--- src/hdl/qsla_pkg.sv ---
// shared types and constants for the log sieve accumulator
package qsla_pkg;
	localparam int CHUNK_DEF = 4096;
	localparam int SLOTS_DEF = 1024;
	localparam int LOG_BITS_DEF = 16;
	localparam int IDX_W = 25;
	localparam int PRIME_W = 24;
	localparam int WEIGHT_W = 16;
	localparam int SLOT_W = 10;
	localparam int POS_W = 12;
	localparam int THR_W = 16;

	typedef enum logic [1:0] {
		CMD_INIT = 2'd0,
		CMD_SIEVE = 2'd1,
		CMD_SCAN = 2'd2,
		CMD_NOP = 2'd3
	} cmd_t;

	typedef enum logic [3:0] {
		OP_NONE,
		OP_INIT_A,
		OP_DIV_START,
		OP_INIT_WRITE,
		OP_SLOT_READ,
		OP_SIEVE_LOAD,
		OP_WALK_START,
		OP_WALK_STEP,
		OP_WALK_END,
		OP_SIEVE_WRITE,
		OP_SCAN_READ,
		OP_SCAN_OUT,
		OP_CLEAR
	} op_t;

	typedef struct packed {
		op_t op;
		logic root_sel;
	} cmd_bus_t;

	typedef struct packed {
		logic div_done;
		logic walk_done;
		logic clear_done;
		logic slot_ok;
		logic small_rule;
	} stat_bus_t;
endpackage

--- src/hdl/qsla_ctrl.sv ---
// controller state machine for the log sieve accumulator
module qsla_ctrl
	import qsla_pkg::*;
(
	input  logic      clk,
	input  logic      arst_n,
	input  logic      in_fire,
	input  cmd_t      in_cmd,
	input  logic      out_busy,
	input  stat_bus_t stat,
	output logic      in_ready,
	output cmd_bus_t  cmd
);
	typedef enum logic [3:0] {
		S_CLEAR, S_IDLE, S_INIT_A, S_DIV, S_INIT_W, S_SRD, S_SLOAD, S_WSTART,
		S_WSTEP, S_WEND, S_SWRITE, S_SCAN_RD, S_SCAN_OUT
	} state_t;

	state_t state_q;
	logic root_q;

	assign in_ready = (state_q == S_IDLE) && !out_busy;

	always_comb begin
		cmd.root_sel = root_q;
		unique case (state_q)
			S_CLEAR:    cmd.op = OP_CLEAR;
			S_INIT_A:   cmd.op = OP_INIT_A;
			S_DIV:      cmd.op = OP_DIV_START;
			S_INIT_W:   cmd.op = OP_INIT_WRITE;
			S_SRD:      cmd.op = OP_SLOT_READ;
			S_SLOAD:    cmd.op = OP_SIEVE_LOAD;
			S_WSTART:   cmd.op = OP_WALK_START;
			S_WSTEP:    cmd.op = OP_WALK_STEP;
			S_WEND:     cmd.op = OP_WALK_END;
			S_SWRITE:   cmd.op = OP_SIEVE_WRITE;
			S_SCAN_RD:  cmd.op = OP_SCAN_READ;
			S_SCAN_OUT: cmd.op = OP_SCAN_OUT;
			default:    cmd.op = OP_NONE;
		endcase
	end

	always_ff @(posedge clk or negedge arst_n) begin
		if (!arst_n) begin
			state_q <= S_CLEAR;
			root_q <= 1'b0;
		end else begin
			unique case (state_q)
				S_CLEAR: if (stat.clear_done) state_q <= S_IDLE;
				S_IDLE: begin
					if (in_fire) begin
						root_q <= 1'b0;
						unique case (in_cmd)
							CMD_INIT:  state_q <= S_INIT_A;
							CMD_SIEVE: state_q <= S_SRD;
							CMD_SCAN:  state_q <= S_SCAN_RD;
							default:   state_q <= S_IDLE;
						endcase
					end
				end
				S_INIT_A: state_q <= stat.slot_ok ? S_DIV : S_IDLE;
				S_DIV: if (stat.div_done) state_q <= S_INIT_W;
				S_INIT_W: state_q <= S_IDLE;
				S_SRD: state_q <= stat.slot_ok ? S_SLOAD : S_IDLE;
				S_SLOAD: state_q <= S_WSTART;
				S_WSTART: state_q <= S_WSTEP;
				S_WSTEP: if (stat.walk_done) state_q <= S_WEND;
				S_WEND: begin
					if (!root_q) begin
						root_q <= 1'b1;
						state_q <= S_WSTART;
					end else begin
						state_q <= S_SWRITE;
					end
				end
				S_SWRITE: state_q <= S_IDLE;
				S_SCAN_RD: state_q <= S_SCAN_OUT;
				S_SCAN_OUT: state_q <= S_IDLE;
				default: state_q <= S_IDLE;
			endcase
		end
	end
endmodule

--- config.mk ---
export PLATFORM = sky130hd
export DESIGN_NAME = qsla_ctrl
export DESIGN_NICKNAME = d
export VERILOG_FILES = /design/src/hdl/qsla_pkg.sv /design/src/hdl/qsla_ctrl.sv
export SDC_FILE = /design/constraint.sdc
export NUM_CORES = 1
export LEC_CHECK = 0
export ABC_CLOCK_PERIOD_IN_PS = 2950
export BUFFER_PORTS_ARGS = -buffer_cell sky130_fd_sc_hd__buf_2
export CELL_PAD_IN_SITES_DETAIL_PLACEMENT = 2
export CELL_PAD_IN_SITES_GLOBAL_PLACEMENT = 2
export CORE_UTILIZATION = 30
export CTS_CLUSTER_DIAMETER = 40
export DETAILED_ROUTE_END_ITERATION = 12
export PLACE_DENSITY = 0.77
export SYNTH_ARGS = -nofsm -noshare
export SYNTH_HDL_FRONTEND = slang
export SYNTH_SLANG_ARGS = --single-unit
--- constraint.sdc ---
create_clock -name clk -period 2.95 [get_ports clk]
set_input_delay 0.59 -clock clk [delete_from_list [all_inputs] [get_ports clk]]
set_output_delay 0.59 -clock clk [all_outputs]
set_load 0.03 [all_outputs]
==> results of run 1 <==
logic make-up (layout without fill, tap and decap cells):
logic type	after synthesis	after routing
AND/OR/NAND/NOR	24	24
buffers and inverters	14	27
AO/OA/AOI/OAI	31	31
flip-flops	5	5
XOR/XNOR	2	2
adder cells (fa/ha/maj)	6	6
sequential cells by signal, indices dropped and copies added, names as in the netlist:
register	count
root_q	1
state_q	4
synth_stat cells:
cell       number  area [µm²]
nand2b_1        4       25.02
o32a_1          1       10.01
o211ai_1        1       7.510
xor2_1          1       8.760
o21ai_0         9       45.04
or3_1           1       6.260
ha_1            6       75.07
nor4_1          1       6.260
a221o_2         1       11.26
o21ba_2         1       10.01
nand3b_1        1       7.510
xnor2_1         1       8.760
nand3_1         2       10.01
buf_2           2       10.01
buf_4           1       7.510
or3_2           1       7.510
a311oi_1        1       8.760
a22o_1          1       8.760
nor2b_1         2       12.51
a2bb2oi_1       1       8.760
inv_1           7       26.28
o31ai_1         1       7.510
a31oi_1         1       6.260
clkbuf_1        3       11.26
dfrtp_1         5       125.1
o311ai_1        1       8.760
nor2_1          3       11.26
o22ai_1         2       12.51
o22a_1          1       8.760
buf_6           1       11.26
o221ai_1        1       8.760
or2b_2          1       8.760
a21oi_1         5       25.02
or3b_2          2       17.52
nand2_1         5       18.77
o21a_1          1       7.510
a32oi_1         1       8.760
or4_1           1       7.510
a211oi_1        1       7.510
stage by stage:
stage,util [%],std cells
2_1_floorplan,-,82
3_3_place_gp,35.86,118
3_5_place_dp,35.86,118
4_1_cts,37.18,122
5_1_grt,37.18,122
6_report,37.18,122
final cells by class:
class | instances | share of cell area (%)
clock buffer | 4 | 3.565
inverter | 7 | 3.565
multi-input combinational | 63 | 60.10
sequential | 5 | 16.98
tap | 27 | 4.584
timing repair buffer | 16 | 11.21
cell usage in the layout, fill, tap and decap left out, types with 3 or more instances in the layout:
cell and instances:
buf_2 15, o21ai_0 9, inv_1 7, ha_1 6
nand2_1 5, a21oi_1 5, dfrtp_1 5, nand2b_1 4
nor2_1 3, clkbuf_4 3
how the worst max path moves through the flow:
| stage | startpoint | to | slack (ns) | depth (start not counted) |
|---|---|---|---|---|
| 3_5_place_dp | state_q[0] | cmd[3] | 0.72 | 5 |
| 2_1_floorplan | state_q[3] | in_ready | 0.49 | 4 |
| 6_report | state_q[0] | cmd[3] | 0.47 | 5 |
| 5_1_grt | state_q[0] | cmd[1] | 0.35 | 7 |
| 4_1_cts | state_q[0] | cmd[3] | 0.46 | 5 |
| 3_3_place_gp | state_q[0] | cmd[3] | 0.76 | 5 |
layer usage:
layer | up-vias | GRT usage, % | share of wire, %
met3 | 0 | 1.509 | 3.5
li1 | 324 | - | -
met1 | 306 | 25.68 | 49
met5 | - | 0 | 0
met2 | 12 | 30.54 | 47
met4 | 0 | 5.556 | 0
power breakdown:
group          internal, mW  leakage [nW]  switching [mW]  total [mW]
clock                0.0510        0.0150          0.0256      0.0766
sequential           0.0944        0.0646          0.0598       0.154
combinational         0.240         0.252           0.371       0.612
==> flow_metrics.py, run 1 <==
metrics = {
    "cts": {
        "htree_levels": 1,
        "post_cts_buffers": 0,
        "cts_buffers": 3,
        "cts.clk_slew.worst_paths_ns": 0.04,
        "cts.path.max_buffers": 2,
        "clockRootBuffer": "clkbuf_4",
        "clock-sinks": 5,
        "cts_resized": 0,
        "cts_tree": "yes",
        "ctsHoldBuffers": 0,
        "clock_latency_ns": 0.24,
    },
    "sta": {
        "clock.fmax_mhz": 403.9,
        "finalHoldViolCount": 0,
        "clock_skew_ns": 0.0005204,
        "rsz0062_at_grt": "no",
        "worst_slack_ns": 0.4742,
        "min_period_ns": 2.476,
        "fin_tns_setup_ns": 0,
        "slew_headroom_pct": 50.80,
        "fin_hold_ws_ns": 0.1555,
        "setup_viol": 0,
        "period_share_pct": 83.93,
        "drv_slew": 0,
        "max_slew.worst_pin.slew_ns": 0.7380,
    },
    "place": {
        "dp_worst_setup_slack_ns": 0.7175,
        "dp_hpwl_mm": 1.452,
        "gp_congestion": 0.8674,
        "portBuffers": 15,
        "placed_cell_area_um2": 710.7,
    },
    "yosys": {
        "synth_top_family_by_area": "compound AO/OA/AOI/OAI gates",
        "avgSynthCellArea_um2": 7.736,
        "synth-xor-area-share_pct": 2.761,
        "yosysUniqueCellTypes": 39,
        "postSynthCellCount": 82,
        "syn_nets": 99,
        "synth_fa_ha_area_share_pct": 11.83,
        "netlist_area_um2": 634.4,
        "synth-seq-cells": 5,
        "synth_compound_area_share_pct": 33.33,
        "synth_mux_area_share_pct": 0,
        "synth_simple_gate_area_share_pct": 21.89,
        "yosys_warnings": 0,
        "yosysSeqAreaShare_pct": 19.72,
    },
    "cells_and_area": {
        "drive_above_1_share_pct": 26.32,
        "insertedDiodeCount": 0,
        "design_area_um2": 737.0,
        "fin_nets": 113,
        "regArea_um2": 125.1,
        "multi_input_area_um2": 442.9,
        "fillers": 248,
        "areaGrowthSynthToFinish_pct": 16.17,
    },
    "die": {
        "ios": 17,
        "core_um2": 1982,
        "die_w_um": 47.99,
        "rows": 16,
        "dieArea_um2": 2303,
        "start_util_pct": 32.01,
        "fp.dieH_um": 47.99,
    },
    "worst_setup_path": {
        "required_ns": 2.36,
        "cp-end-kind": "output pin",
        "slowest_stage": "dfrtp_1",
        "startpoint_type": "flop",
        "reg2reg_from": "state_q[0]",
        "path_cells": "inv_1 -> ha_1 -> or3_2 -> o21ai_0 -> buf_2",
        "rr_worst_depth": 6,
        "rr_endpoint": "state_q[0]",
        "r2r_slack_ns": 0.78,
        "critPathTopFamily": "flip-flops",
        "cp_max_fo": 9,
        "critical-path-max-stage-delay_ns": 0.46,
        "criticalPathCategory": "reg2out",
        "cp.arrival_ns": 1.89,
        "crit_buf_inv": 2,
    },
    "detailed_routing": {
        "wl_per_cell_um": 15.18,
        "wl_mm": 1.852,
        "viasPerCell": 5.262,
        "drc": 0,
        "first_pass_iters": 3,
        "vias": 642,
        "drtIter0Drc": 3,
        "postRouteAntennaNets": 0,
    },
    "power_and_ir_drop": {
        "ir_drop_mv": 0.5004,
        "power_density_nw_per_um2": 1143,
        "p_leak_nw": 0.3319,
        "p_total_uw": 842.4,
    },
    "hold_path": {
        "hp-class": "in2async",
    },
    "grt": {
        "gr-total-overflow": 0,
        "grt_pass1_vias": 664,
        "grt_pass1_wl_mm": 3.015,
        "antenna_found_initial": 0,
        "grtUsageTotal_pct": 18.55,
        "grt_max_degree": 27,
    },
    "run_status": {
        "run_status": "completed",
    },
    "job": {
        "cap_viol_max_count": 0,
    },
}
Note: power is estimated with default switching activity, not from simulation.
==> run 2, diff against run 1 <==
Settings changed: ABC_CLOCK_PERIOD_IN_PS 2950 to 2330, CORE_UTILIZATION 30 to 28, PLACE_DENSITY 0.77 to 0.72.
Clock period 2.95 ns to 2.33 ns, I/O delays scaled along.
==> run 2 against run 1 <==
Worst hold slack got worse by 0.13 ns. Worst setup slack got worse by 0.29 ns. Clock skew is 0.0063 ns higher. Non-clock buffer count grew 3. First-iteration DRC count grew to 4.3 times the previous value. Utilization increased by 0.99 points. Sequential power rose by 21%. Sequential share of layout area fell by 0.77 points. Clock power increased by 37%. Count of clock-buffer cells in the layout did not move. Global-route usage increased by 0.35 points. Cell count increased by 2.5%. Critical endpoint unchanged. Highest routed layer is now met4.
==> flow_metrics.py, run 2 (synthesis gave the netlist of run 1 again) <==
metrics = {
    "sta": {
        "slew_headroom_pct": 71.95,
        "clock.fmax_mhz": 465.2,
        "rsz0062_at_grt": "no",
        "period_share_pct": 92.26,
        "finalHoldViolCount": 0,
        "setup_viol": 0,
        "min_period_ns": 2.150,
        "clock_skew_ns": 0.006773,
        "max_slew.worst_pin.slew_ns": 0.4207,
        "drv_slew": 0,
        "fin_tns_setup_ns": 0,
        "fin_hold_ws_ns": 0.02853,
    },
    "grt": {
        "gr-total-overflow": 0,
        "grt_pass1_wl_mm": 3.512,
        "antenna_found_initial": 0,
        "grtUsageTotal_pct": 18.91,
        "grt_pass1_vias": 743,
        "grt_max_degree": 14,
    },
    "cells_and_area": {
        "mostFrequentLayoutCells": "buf_2, o21ai_0, inv_1",
        "drive_above_1_share_pct": 31.63,
        "fin_nets": 116,
        "final_common_cell": "buf_2",
        "largestRegisters": "state_q: 4 flops, root_q: 1 flops",
        "final_core_util_pct": 38.17,
        "finalNonFillerCells": 125,
        "largest_register": "state_q",
        "largest_reg_flops": 4,
        "insertedDiodeCount": 0,
        "areaGrowthSynthToFinish_pct": 22.88,
    },
    "detailed_routing": {
        "drtIter0Drc": 13,
        "viasPerCell": 5.424,
        "drc": 0,
        "first_pass_iters": 4,
        "wl_per_cell_um": 16.53,
        "vias": 678,
        "wl_mm": 2.066,
        "postRouteAntennaNets": 0,
    },
    "worst_setup_path": {
        "slowest_stage": "dfrtp_2",
        "cp.arrival_ns": 1.68,
        "cp-end-kind": "output pin",
        "required_ns": 1.86,
        "cp_max_fo": 9,
        "path_cells": "inv_1 -> ha_4 -> or3_2 -> o21ai_0 -> buf_2",
        "critical-path-max-stage-delay_ns": 0.42,
        "startpoint_type": "flop",
        "criticalPathCategory": "reg2out",
    },
    "die": {
        "dieArea_um2": 2460,
        "rows": 16,
        "start_util_pct": 31.07,
        "ios": 17,
        "fp.dieH_um": 49.60,
        "core_um2": 2042,
        "die_w_um": 49.60,
    },
    "job": {
        "cap_viol_max_count": 0,
    },
    "power_and_ir_drop": {
        "ir_drop_mv": 0.4685,
        "power_density_nw_per_um2": 1458,
        "p_leak_nw": 0.3487,
    },
    "place": {
        "dpl.cell_count": 121,
        "dp_hpwl_mm": 1.571,
        "portBuffers": 15,
        "gp_congestion": 0.7936,
    },
    "cts": {
        "post_cts_buffers": 0,
        "clock-sinks": 5,
        "cts.path.max_buffers": 2,
        "cts_tree": "yes",
        "clockRootBuffer": "clkbuf_4",
        "cts_buffers": 3,
        "cts.clk_slew.worst_paths_ns": 0.05,
        "htree_levels": 1,
        "clock_latency_ns": 0.25,
    },
    "hold_path": {
        "hp-class": "in2async",
    },
    "run_status": {
        "run_status": "completed",
    },
}
run 2: metal layers:
metal	vias up	part of all wire, %	global-route usage, %
li1	331	-	-
met1	329	46	22.62
met2	16	50	33.56
met3	2	3.3	4.938
met4	0	0.92	3.810
met5	-	0	0
run 2: report_power, final:
group / switching (mW) / internal (mW)
Combinational: 0.499 / 0.345
Clock: 0.0401 / 0.0650
Sequential: 0.0660 / 0.122
run 2: layout make-up:
class                   instances  area [µm²]
repair buffers                 19       105.1
multi-input cells              63       461.7
inverters                       7       26.28
clock buffers                   4       26.28
fillers                       271        1262
well taps                      27       33.78
flip-flops and latches          5       126.4
run 2: critical path, delay by kind of cell (launching register included):
kind | cells | cell delay, ns
DFF | 1 | 0.42
and+or+nand+nor | 1 | 0.40
buffers and inverters | 2 | 0.33
adders and majority gates | 1 | 0.21
AOI/OAI and AO/OA | 1 | 0.08
run 2: repair_timing:
item	4_1_cts	5_1_grt
gates resized for setup	1	2
setup endpoints to repair	2	3
hold buffers	0	0
run 2: final timing paths:
| kind | to | slack [ns] | cells past startpoint | start |
|---|---|---|---|---|
| worst max-delay path | cmd[3] | 0.18 | 5 | state_q[0] |
| worst max register to register | state_q[0] | 0.25 | 6 | state_q[1] |
| worst min-delay path | root_q | 0.03 | 1 | arst_n |
| worst min register to register | root_q | 0.58 | 1 | root_q |
| max in group asynchronous | state_q[0] | 2.14 | 1 | arst_n |
| min in group clk | root_q | 0.53 | 3 | in_fire |
run 2: per-stage QoR:
| stage | worst slack (ns) | area, µm² | total power [mW] |
|---|---|---|---|
| finish | 0.1804 | 779.5 | 1.137 |
| global route | 0.05634 | 779.5 | 1.239 |
| CTS | 0.06109 | 768.2 | 1.120 |
| detailed placement | 0.1704 | 739.5 | 0.9996 |
| global placement | 0.2104 | 739.5 | 0.9705 |
| floorplan | 0.04903 | 640.6 | 0.7956 |
